## src/hdl/hspd_pkg.sv

```systemverilog
// Shared types, widths and constants of the headway spacing PID drive unit.
package hspd_pkg;

    localparam int FRAC_BITS_DEF = 8;

    localparam int DIST_W     = 16;
    localparam int SPEED_W    = 15;
    localparam int GAIN_W     = 16;
    localparam int HEADWAY_W  = 11;
    localparam int GAP_W      = 14;
    localparam int LEVEL_W    = 9;
    localparam int ERR_W      = 19;
    localparam int CFG_IDX_W  = 3;
    localparam int CFG_DATA_W = 16;

    // Shared multiplier: signed A operand by a B operand that carries
    // unsigned values zero extended.
    localparam int MUL_A_W = 25;
    localparam int MUL_B_W = 21;
    localparam int PROD_W  = MUL_A_W + MUL_B_W;

    // Register indexes of the configuration port.
    localparam logic [CFG_IDX_W-1:0] REG_GAIN_P   = 3'd0;
    localparam logic [CFG_IDX_W-1:0] REG_GAIN_I   = 3'd1;
    localparam logic [CFG_IDX_W-1:0] REG_GAIN_D   = 3'd2;
    localparam logic [CFG_IDX_W-1:0] REG_HEADWAY  = 3'd3;
    localparam logic [CFG_IDX_W-1:0] REG_STANDGAP = 3'd4;

    localparam logic signed [ERR_W-1:0] ERR_MAX = 19'sd262143;
    localparam logic signed [ERR_W-1:0] ERR_MIN = -19'sd262144;

    // Division of a 19-bit magnitude by ten: multiply by the rounded-up
    // reciprocal and drop DIV10_SHIFT bits. Exact over the whole range.
    localparam logic [ERR_W-1:0] DIV10_MAGIC = 19'd419431;
    localparam int DIV10_SHIFT = 22;
    localparam int QUO_W       = 16;

    localparam logic [LEVEL_W-1:0] LEVEL_MAX = 9'd256;

    typedef enum logic [2:0] {
        MUL_HEAD,
        MUL_RECIP,
        MUL_PROP,
        MUL_INTEG,
        MUL_DERIV
    } mul_sel_t;

    typedef enum logic [1:0] {
        SUM_HOLD,
        SUM_LOAD,
        SUM_ADD
    } sum_op_t;

    typedef struct packed {
        logic     load;
        logic     mul_en;
        mul_sel_t mul_sel;
        logic     err_we;
        logic     deriv_we;
        logic     int_we;
        sum_op_t  sum_op;
        logic     out_we;
    } cmd_t;

endpackage

```

## src/hdl/hspd_ctrl.sv

```systemverilog
// Sequencer that walks one item through the shared-multiplier datapath.
module hspd_ctrl
(
    input  logic              clk,
    input  logic              rst_n,
    input  logic              in_valid,
    output logic              in_ready,
    output logic              out_valid,
    input  logic              out_ready,
    output hspd_pkg::cmd_t    cmd
);

    typedef enum logic [3:0] {
        ST_IDLE,
        ST_HEAD,
        ST_ERR,
        ST_RECIP,
        ST_PROP,
        ST_INTEG,
        ST_DERIV,
        ST_SUM,
        ST_OUT
    } state_t;

    state_t state_reg;
    state_t state_next;
    logic   out_valid_reg;
    logic   out_valid_next;
    logic   slot_free;

    assign slot_free = !out_valid_reg || out_ready;
    assign in_ready  = (state_reg == ST_IDLE);
    assign out_valid = out_valid_reg;

    always_comb
    begin
        state_next   = state_reg;
        cmd          = '0;
        cmd.mul_sel  = hspd_pkg::MUL_HEAD;
        cmd.sum_op   = hspd_pkg::SUM_HOLD;
        out_valid_next = out_valid_reg && !out_ready;
        unique case (state_reg)
            ST_IDLE:
            begin
                if (in_valid)
                begin
                    cmd.load   = 1'b1;
                    state_next = ST_HEAD;
                end
            end
            ST_HEAD:
            begin
                cmd.mul_en  = 1'b1;
                cmd.mul_sel = hspd_pkg::MUL_HEAD;
                state_next  = ST_ERR;
            end
            ST_ERR:
            begin
                cmd.err_we = 1'b1;
                state_next = ST_RECIP;
            end
            ST_RECIP:
            begin
                cmd.mul_en   = 1'b1;
                cmd.mul_sel  = hspd_pkg::MUL_RECIP;
                cmd.deriv_we = 1'b1;
                state_next   = ST_PROP;
            end
            ST_PROP:
            begin
                cmd.mul_en  = 1'b1;
                cmd.mul_sel = hspd_pkg::MUL_PROP;
                cmd.int_we  = 1'b1;
                state_next  = ST_INTEG;
            end
            ST_INTEG:
            begin
                cmd.mul_en  = 1'b1;
                cmd.mul_sel = hspd_pkg::MUL_INTEG;
                cmd.sum_op  = hspd_pkg::SUM_LOAD;
                state_next  = ST_DERIV;
            end
            ST_DERIV:
            begin
                cmd.mul_en  = 1'b1;
                cmd.mul_sel = hspd_pkg::MUL_DERIV;
                cmd.sum_op  = hspd_pkg::SUM_ADD;
                state_next  = ST_SUM;
            end
            ST_SUM:
            begin
                cmd.sum_op = hspd_pkg::SUM_ADD;
                state_next = ST_OUT;
            end
            ST_OUT:
            begin
                if (slot_free)
                begin
                    cmd.out_we     = 1'b1;
                    out_valid_next = 1'b1;
                    state_next     = ST_IDLE;
                end
            end
            default:
            begin
                state_next = ST_IDLE;
            end
        endcase
    end

    always_ff @(posedge clk or negedge rst_n)
    begin
        if (!rst_n)
        begin
            state_reg     <= ST_IDLE;
            out_valid_reg <= 1'b0;
        end
        else
        begin
            state_reg     <= state_next;
            out_valid_reg <= out_valid_next;
        end
    end

endmodule

```

## src/hdl/hspd_dp.sv

```systemverilog
// Datapath: configuration registers, shared multiplier, loop state and outputs.
module hspd_dp
#(
    parameter int FRAC_BITS = hspd_pkg::FRAC_BITS_DEF
)
(
    input  logic                                 clk,
    input  logic                                 rst_n,
    input  hspd_pkg::cmd_t                       cmd,
    input  logic                                 cfg_we,
    input  logic [hspd_pkg::CFG_IDX_W-1:0]       cfg_index,
    input  logic [hspd_pkg::CFG_DATA_W-1:0]      cfg_data,
    input  logic [hspd_pkg::DIST_W-1:0]          lead_distance,
    input  logic signed [hspd_pkg::SPEED_W-1:0]  closing_speed,
    output logic [hspd_pkg::LEVEL_W-1:0]         throttle_level,
    output logic [hspd_pkg::LEVEL_W-1:0]         brake_level
);

    localparam int ERR_W      = hspd_pkg::ERR_W;
    localparam int PROD_W     = hspd_pkg::PROD_W;
    localparam int INT_W      = $clog2((10 << FRAC_BITS) + 1) + 1;
    localparam int INC_W      = hspd_pkg::QUO_W + 1;
    localparam int INT_SUM_W  = ((INT_W > INC_W) ? INT_W : INC_W) + 1;
    localparam int DER_W      = ERR_W + 5;
    localparam int OUT_SHIFT  = 2 * FRAC_BITS - 8;
    localparam logic signed [INT_SUM_W-1:0] INT_LIMIT = INT_SUM_W'(10 << FRAC_BITS);
    localparam logic signed [ERR_W-1:0]     ERR_HALF  = ERR_W'(1 << (FRAC_BITS - 1));

    logic [hspd_pkg::GAIN_W-1:0]    gain_p_reg;
    logic [hspd_pkg::GAIN_W-1:0]    gain_i_reg;
    logic [hspd_pkg::GAIN_W-1:0]    gain_d_reg;
    logic [hspd_pkg::HEADWAY_W-1:0] headway_reg;
    logic [hspd_pkg::GAP_W-1:0]     gap_reg;

    logic [hspd_pkg::DIST_W-1:0]          dist_reg;
    logic signed [hspd_pkg::SPEED_W-1:0]  speed_reg;
    logic signed [ERR_W-1:0]              error_reg;
    logic signed [ERR_W-1:0]              last_error_reg;
    logic signed [DER_W-1:0]              deriv_reg;
    logic signed [INT_W-1:0]              integral_reg;
    logic signed [PROD_W-1:0]             prod_reg;
    logic signed [PROD_W-1:0]             pid_sum_reg;
    logic [hspd_pkg::LEVEL_W-1:0]         throttle_reg;
    logic [hspd_pkg::LEVEL_W-1:0]         brake_reg;

    logic signed [hspd_pkg::MUL_A_W-1:0]  mul_a;
    logic signed [hspd_pkg::MUL_B_W-1:0]  mul_b;
    logic [ERR_W-1:0]                     err_mag;
    logic signed [PROD_W-1:0]             desired;
    logic signed [PROD_W-1:0]             err_raw;
    logic signed [ERR_W-1:0]              err_sat;
    logic signed [ERR_W:0]                err_diff;
    logic signed [DER_W-1:0]              deriv_next;
    logic [hspd_pkg::QUO_W-1:0]           quo;
    logic signed [INC_W-1:0]              inc;
    logic signed [INT_SUM_W-1:0]          int_sum;
    logic signed [INT_SUM_W-1:0]          int_clamped;
    logic signed [INT_W-1:0]              integral_next;
    logic                                 near_setpoint;
    logic                                 sum_pos;
    logic [PROD_W-1:0]                    sum_mag;
    logic [PROD_W-1:0]                    sum_scaled;
    logic [hspd_pkg::LEVEL_W-1:0]         level;

    always_ff @(posedge clk or negedge rst_n)
    begin
        if (!rst_n)
        begin
            gain_p_reg  <= '0;
            gain_i_reg  <= '0;
            gain_d_reg  <= '0;
            headway_reg <= '0;
            gap_reg     <= '0;
        end
        else if (cfg_we)
        begin
            unique case (cfg_index)
                hspd_pkg::REG_GAIN_P:   gain_p_reg  <= cfg_data;
                hspd_pkg::REG_GAIN_I:   gain_i_reg  <= cfg_data;
                hspd_pkg::REG_GAIN_D:   gain_d_reg  <= cfg_data;
                hspd_pkg::REG_HEADWAY:  headway_reg <= cfg_data[hspd_pkg::HEADWAY_W-1:0];
                hspd_pkg::REG_STANDGAP: gap_reg     <= cfg_data[hspd_pkg::GAP_W-1:0];
                default:
                begin
                end
            endcase
        end
    end

    // Operand selection for the one multiplier.
    assign err_mag = error_reg[ERR_W-1] ? ERR_W'(-error_reg) : ERR_W'(error_reg);

    always_comb
    begin
        case (cmd.mul_sel)
            hspd_pkg::MUL_HEAD:
            begin
                mul_a = hspd_pkg::MUL_A_W'(speed_reg);
                mul_b = hspd_pkg::MUL_B_W'(headway_reg);
            end
            hspd_pkg::MUL_RECIP:
            begin
                mul_a = hspd_pkg::MUL_A_W'(err_mag);
                mul_b = hspd_pkg::MUL_B_W'(hspd_pkg::DIV10_MAGIC);
            end
            hspd_pkg::MUL_PROP:
            begin
                mul_a = hspd_pkg::MUL_A_W'(error_reg);
                mul_b = hspd_pkg::MUL_B_W'(gain_p_reg);
            end
            hspd_pkg::MUL_INTEG:
            begin
                mul_a = hspd_pkg::MUL_A_W'(integral_reg);
                mul_b = hspd_pkg::MUL_B_W'(gain_i_reg);
            end
            hspd_pkg::MUL_DERIV:
            begin
                mul_a = hspd_pkg::MUL_A_W'(deriv_reg);
                mul_b = hspd_pkg::MUL_B_W'(gain_d_reg);
            end
            default:
            begin
                mul_a = '0;
                mul_b = '0;
            end
        endcase
    end

    // Spacing error from the registered headway product, saturated.
    always_comb
    begin
        desired = (prod_reg >>> FRAC_BITS) + PROD_W'($signed({1'b0, gap_reg}));
        err_raw = PROD_W'($signed({1'b0, dist_reg})) - desired;
        if (err_raw > PROD_W'(hspd_pkg::ERR_MAX))
        begin
            err_sat = hspd_pkg::ERR_MAX;
        end
        else if (err_raw < PROD_W'(hspd_pkg::ERR_MIN))
        begin
            err_sat = hspd_pkg::ERR_MIN;
        end
        else
        begin
            err_sat = err_raw[ERR_W-1:0];
        end
    end

    // Derivative term: difference times ten as two shifted copies.
    always_comb
    begin
        err_diff   = (ERR_W + 1)'(error_reg) - (ERR_W + 1)'(last_error_reg);
        deriv_next = (DER_W'(err_diff) <<< 3) + (DER_W'(err_diff) <<< 1);
    end

    // Integral update from the reciprocal product, which holds |error| / 10.
    always_comb
    begin
        quo = prod_reg[hspd_pkg::DIV10_SHIFT +: hspd_pkg::QUO_W];
        inc = error_reg[ERR_W-1] ? -$signed({1'b0, quo}) : $signed({1'b0, quo});
        int_sum = INT_SUM_W'(integral_reg) + INT_SUM_W'(inc);
        if (int_sum > INT_LIMIT)
        begin
            int_clamped = INT_LIMIT;
        end
        else if (int_sum < -INT_LIMIT)
        begin
            int_clamped = -INT_LIMIT;
        end
        else
        begin
            int_clamped = int_sum;
        end
        near_setpoint = (error_reg > -ERR_HALF) && (error_reg < ERR_HALF);
        integral_next = near_setpoint ? '0 : INT_W'(int_clamped);
    end

    // Output scaling of the PID sum; the sign test is a signed compare.
    always_comb
    begin
        sum_pos    = (pid_sum_reg > PROD_W'(0));
        sum_mag    = sum_pos ? PROD_W'(pid_sum_reg) : PROD_W'(-pid_sum_reg);
        sum_scaled = sum_mag >> OUT_SHIFT;
        level      = (sum_scaled > PROD_W'(hspd_pkg::LEVEL_MAX)) ?
                     hspd_pkg::LEVEL_MAX : sum_scaled[hspd_pkg::LEVEL_W-1:0];
    end

    always_ff @(posedge clk or negedge rst_n)
    begin
        if (!rst_n)
        begin
            integral_reg   <= '0;
            last_error_reg <= '0;
        end
        else
        begin
            if (cmd.int_we)
            begin
                integral_reg <= integral_next;
            end
            if (cmd.deriv_we)
            begin
                last_error_reg <= error_reg;
            end
        end
    end

    always_ff @(posedge clk)
    begin
        if (cmd.load)
        begin
            dist_reg  <= lead_distance;
            speed_reg <= closing_speed;
        end
        if (cmd.mul_en)
        begin
            prod_reg <= PROD_W'(mul_a * mul_b);
        end
        if (cmd.err_we)
        begin
            error_reg <= err_sat;
        end
        if (cmd.deriv_we)
        begin
            deriv_reg <= deriv_next;
        end
        case (cmd.sum_op)
            hspd_pkg::SUM_LOAD: pid_sum_reg <= prod_reg;
            hspd_pkg::SUM_ADD:  pid_sum_reg <= pid_sum_reg + prod_reg;
            default:
            begin
            end
        endcase
        if (cmd.out_we)
        begin
            throttle_reg <= sum_pos ? level : '0;
            brake_reg    <= sum_pos ? '0 : level;
        end
    end

    assign throttle_level = throttle_reg;
    assign brake_level    = brake_reg;

endmodule

```

## src/hdl/headway_spacing_pid_drive_unit.sv

```systemverilog
// A result beat is valid once the sequencer loads the output register; no new
// item is taken before that. One shared multiplier forms the headway product,
// the divide-by-ten reciprocal and the three gain products in turn.
// The output register holds a finished result while the next item is taken.
// Reset (rst_n, asynchronous, active low) zeroes the gains, headway, gap,
// integral, previous error, sequencer state and the output valid flag.
module headway_spacing_pid_drive_unit
#(
    parameter int FRAC_BITS = hspd_pkg::FRAC_BITS_DEF
)
(
    input  logic                                 clk,
    input  logic                                 rst_n,
    input  logic                                 in_valid,
    output logic                                 in_ready,
    input  logic [hspd_pkg::DIST_W-1:0]          lead_distance,
    input  logic signed [hspd_pkg::SPEED_W-1:0]  closing_speed,
    output logic                                 out_valid,
    input  logic                                 out_ready,
    output logic [hspd_pkg::LEVEL_W-1:0]         throttle_level,
    output logic [hspd_pkg::LEVEL_W-1:0]         brake_level,
    input  logic                                 cfg_valid,
    output logic                                 cfg_ready,
    input  logic [hspd_pkg::CFG_IDX_W-1:0]       cfg_index,
    input  logic [hspd_pkg::CFG_DATA_W-1:0]      cfg_data
);

    // Command bundle from the sequencer to the datapath.
    hspd_pkg::cmd_t cmd;

    // Configuration writes go straight into their registers, so the port never stalls.
    // Indexes beyond the register list are accepted and ignored.
    assign cfg_ready = 1'b1;

    // The sequencer steps each accepted beat through headway product, error
    // saturation, reciprocal division, integral update and the three gain
    // products, then loads the output register when it is free.
    hspd_ctrl u_ctrl
    (
        .clk       (clk),
        .rst_n     (rst_n),
        .in_valid  (in_valid),
        .in_ready  (in_ready),
        .out_valid (out_valid),
        .out_ready (out_ready),
        .cmd       (cmd)
    );

    // The datapath holds the registers, the loop state (integral and previous
    // error) and the single multiplier with its product register.
    hspd_dp
    #(
        .FRAC_BITS (FRAC_BITS)
    )
    u_dp
    (
        .clk            (clk),
        .rst_n          (rst_n),
        .cmd            (cmd),
        .cfg_we         (cfg_valid && cfg_ready),
        .cfg_index      (cfg_index),
        .cfg_data       (cfg_data),
        .lead_distance  (lead_distance),
        .closing_speed  (closing_speed),
        .throttle_level (throttle_level),
        .brake_level    (brake_level)
    );

`ifndef SYNTHESIS
    // Throttle and brake are never commanded together.
    assert property (@(posedge clk) disable iff (!rst_n)
        out_valid |-> (throttle_level == '0 || brake_level == '0))
        else $error("throttle and brake both nonzero");

    // Both commands stay within full scale.
    assert property (@(posedge clk) disable iff (!rst_n)
        out_valid |-> (throttle_level <= hspd_pkg::LEVEL_MAX &&
                       brake_level <= hspd_pkg::LEVEL_MAX))
        else $error("output level above full scale");

    // An accepted beat closes the input: in_ready is low right after the accept.
    assert property (@(posedge clk) disable iff (!rst_n)
        (in_valid && in_ready) |=> !in_ready)
        else $error("input reopened right after an accept");
`endif

endmodule
```

## config.mk

```make
export PLATFORM = sky130hd
export DESIGN_NAME = headway_spacing_pid_drive_unit
export DESIGN_NICKNAME = d
export VERILOG_FILES = /design/src/hdl/hspd_pkg.sv /design/src/hdl/hspd_ctrl.sv /design/src/hdl/hspd_dp.sv /design/src/hdl/headway_spacing_pid_drive_unit.sv
export SDC_FILE = /design/constraint.sdc
export NUM_CORES = 2
export LEC_CHECK = 0
export ABC_AREA = 1
export ABC_CLOCK_PERIOD_IN_PS = 9400
export BUFFER_PORTS_ARGS = -buffer_cell sky130_fd_sc_hd__buf_2
export CAP_MARGIN = 20
export CELL_PAD_IN_SITES_DETAIL_PLACEMENT = 1
export CELL_PAD_IN_SITES_GLOBAL_PLACEMENT = 1
export CORE_AREA = 4 4 293 353
export CTS_CLUSTER_DIAMETER = 30
export DETAILED_ROUTE_END_ITERATION = 10
export DIE_AREA = 0 0 297 357
export GPL_ROUTABILITY_DRIVEN = 1
export GPL_TIMING_DRIVEN = 0
export PLACE_DENSITY = 0.73
export RECOVER_POWER = 25
export SKIP_LAST_GASP = 1
export SYNTH_ARGS = -nofsm -noshare
export SYNTH_HDL_FRONTEND = slang
export SYNTH_HIERARCHICAL = 1
export SYNTH_SLANG_ARGS = --single-unit
```

## constraint.sdc

```tcl
create_clock -name clk -period 9.4 [get_ports clk]
set_input_delay 0 -clock clk [delete_from_list [all_inputs] [get_ports clk]]
set_output_delay 0 -clock clk [all_outputs]
set_load 0.01 [all_outputs]
```

==> results.md <==
* Clock root buffer: clkbuf_16
* Worst path slowest cell: fa_1
* Crit path required time at a little under 10000 ps
* Hold_ws at 53.0 ps
* H-Tree Depth at 3
* Failing checks: capacitance limit, slew limit
* Synth Area in Simple Gates at 22.6%
* Synth Flop Type: edfxtp_1
* Mapped cell area at 0.0398 sq mm
* DR pass1 iterations at 5
* Xor and xnor area share after synthesis at 3.65%
* Clock sinks at 292
* Hold WC Path Type: in2reg
* Vias per inst at 5.33
* Total track usage at 29.1%
* Most common cell on crit path: nand2_1
* CTS max path bufs at 3
* Die area at about 0.11 sq mm
* Most frequent cell after synthesis: nand2_1
* Clk_skew at 84.1 ps
* CTS Buf Count at 75
* Tmin final at 9370 ps
* Worst Path Max Fanout at 10
* Max-cap check violation count at 1
* Synth Area in Compound Gates at 8.84%
* Starting Density at 39.9%
* TNS Setup at 0 ps
* FP Rows at 127
* IO Port Bufs at 74
* RSZ-0062 raised after global routing: true
* Yosys top cell by area: fa_1
* Clock latency at the later pin of the worst-skew pair at 660 ps
* Final setup violation count at 0
* Final period utilization at 99.7%
* Final nets at 6355
* Share of cells above drive strength 1 at 7.43%
* DR DRC count at 0
* Max Slew Vio Count at 94
* Async set or reset register ratio after synthesis at 37.7%
* Wire length of the first global-routing pass at between 200000 and 250000 um
* Initial antenna violation count at 1
* Wirelength per Cell at 22.6 um
* P&R area growth vs syn at 16.3%
* Mux cell area share after synthesis at 0%
* Final hold violations at 0
* Seq cells post-synth at slightly below 300
* Setup crit start kind: register
* Die Span X at 297 um
* ANT cells at 0
* Synth top area cells: fa_1 (23%), edfxtp_1 (14%), nand2_1 (12%)
* Critical Setup Path Class: reg2reg
* Synthesized area per cell at 7.56 sq um
* Grt ovf at 0
* Area share of the largest cell type after synthesis at between 20% and 30%
* Worst Path Arrival at about 9700 ps
* Vias in the first global route at 40000
* Die span in y at ~360 um
* Post-route ant nets at 0
* Dpl hpwl at 127000 um
* Slew headroom at -256%
* Placer Congestion at 0.971
* Number of flip-flops in the largest register at between 40 and 50
* TritonCTS clock tree: done
* Least-Margin Pin Slew at 5350 ps
* First DRT Iteration DRCs at 2130
* Synth cell types at 57
* Register area share after synthesis at about a fifth
* Adder-Cell Fraction of Synth Area at 32.6%
* Max stage delay on crit path at ~590 ps
* Post-Synthesis Cells at around 5300
* Status: finished, violations left
* Fmax at 107 MHz
* Largest net degree at the start of global routing at 94
* Post-Route WL at around 160000 um
* Endpoint class of the critical path: register
* Post-synth EDFFs at 182
* Clock slew at reported path FFs at 50 ps
* Core area at 0.0996 sq mm
* Top-Level Pins at 76
* Warning count from the yosys run at 6
* Via Count at 36700
* Largest family of logic cells by synthesized area: adder cells
* Synth cell count leaders: nand2_1 (1277), inv_1 (1100), nor2_1 (560)
==> layer usage <==
metal  vias to the layer above  GRT usage, %  share of wire [%]
li1                      16900             -                  -
met1                     18400          34.6                 40
met2                      1059          50.6                 48
met3                       372          3.38                4.7
met4                         2          17.8                7.1
met5                         -             0             0.0084
==> layout by cell type, fill, tap and decap left out, types with 12 or more instances in the layout <==
cell,instances
nor3_1,43
nand2_1,1271
xnor2_1,39
a31oi_1,20
o211ai_1,14
nand4_1,60
clkbuf_2,17
nor2_1,540
clkbuf_16,75
o21bai_1,25
dlygate4sd3_1,59
buf_2,58
inv_1,1089
a22o_1,12
xor2_1,127
nor2_4,14
o21ai_0,237
clkbuf_1,81
nor2_2,19
a21boi_0,13
ha_1,297
conb_1,12
fa_1,458
a21o_1,16
clkinvlp_4,17
nor3_4,12
buf_4,50
a21oi_1,223
nand3_1,172
clkinv_1,12
dfrtp_1,110
edfxtp_1,182
==> kinds of logic after synthesis <==
logic type	Yosys count
AOI/OAI and AO/OA	624
xor gates and xnor gates	166
and+or+nand+nor	2201
adders and majority gates	761
buffers and inverters	1216
other	3
DFF	292
==> layout make-up <==
class | instances | area, sq um
Buffer | 97 | 544
Clock buffer | 88 | 1950
Clock inverter | 49 | 708
Fill cell | 12300 | 53300
Inverter | 1116 | 4240
Multi-Input combinational cell | 3764 | 27500
Sequential cell | 292 | 8220
Tap cell | 1290 | 1610
Timing Repair Buffer | 193 | 1540
==> worst max-delay path: cells and delay by family, from the launching register on <==
family / cells / cell delay (ps)
compound gates: 6 / 1240
xor+xnor: 1 / 90
fa+ha+maj: 8 / 4090
buf+inv: 10 / 1300
flops: 1 / 490
simple gates: 12 / 1790
==> what timing repair did <==
item                                    CTS  global route
gates cloned                              0             0
endpoints found under the setup margin   31            29
setup buffers                            17            25
hold endpoints to repair                232             0
hold buffers                             59             0
pin swaps                                 6             7
gates resized for setup                  85           115
==> final timing paths <==
| check | startpoint | endpoint | slack [ps] | cells after the start |
|---|---|---|---|---|
| hold reg to reg | u_dp/gap_reg[13] | u_dp/gap_reg[13] | 480 | 2 |
| hold / removal | closing_speed[7] | u_dp/speed_reg[7] | 50 | 2 |
| setup reg to reg | u_ctrl/state_reg[0] | u_dp/prod_reg[36] | 30 | 37 |
| min in group asynchronous | rst_n | u_dp/last_error_reg[3] | 1170 | 4 |
| setup / recovery | u_ctrl/state_reg[0] | u_dp/prod_reg[36] | 30 | 37 |
| max in group asynchronous | rst_n | u_dp/gap_reg[10] | 3790 | 4 |
==> through the flow <==
step | instances | area, sq um | worst slack, ps | utilization, %
global placement | 6636 | 41800 | -1500 | 42.0
floorplan | 5272 | 39800 | 1120 | -
finish | 6889 | 46300 | 28.2 | 46.5
CTS | 6864 | 45800 | -30.9 | 46.0
detailed placement | 6653 | 42100 | -1640 | 42.3
global route | 6889 | 46300 | -223 | 46.5
Power is left out: the tool's default activity adds up to more than one toggle a clock period on the data nets, which glitch-free logic cannot reach.
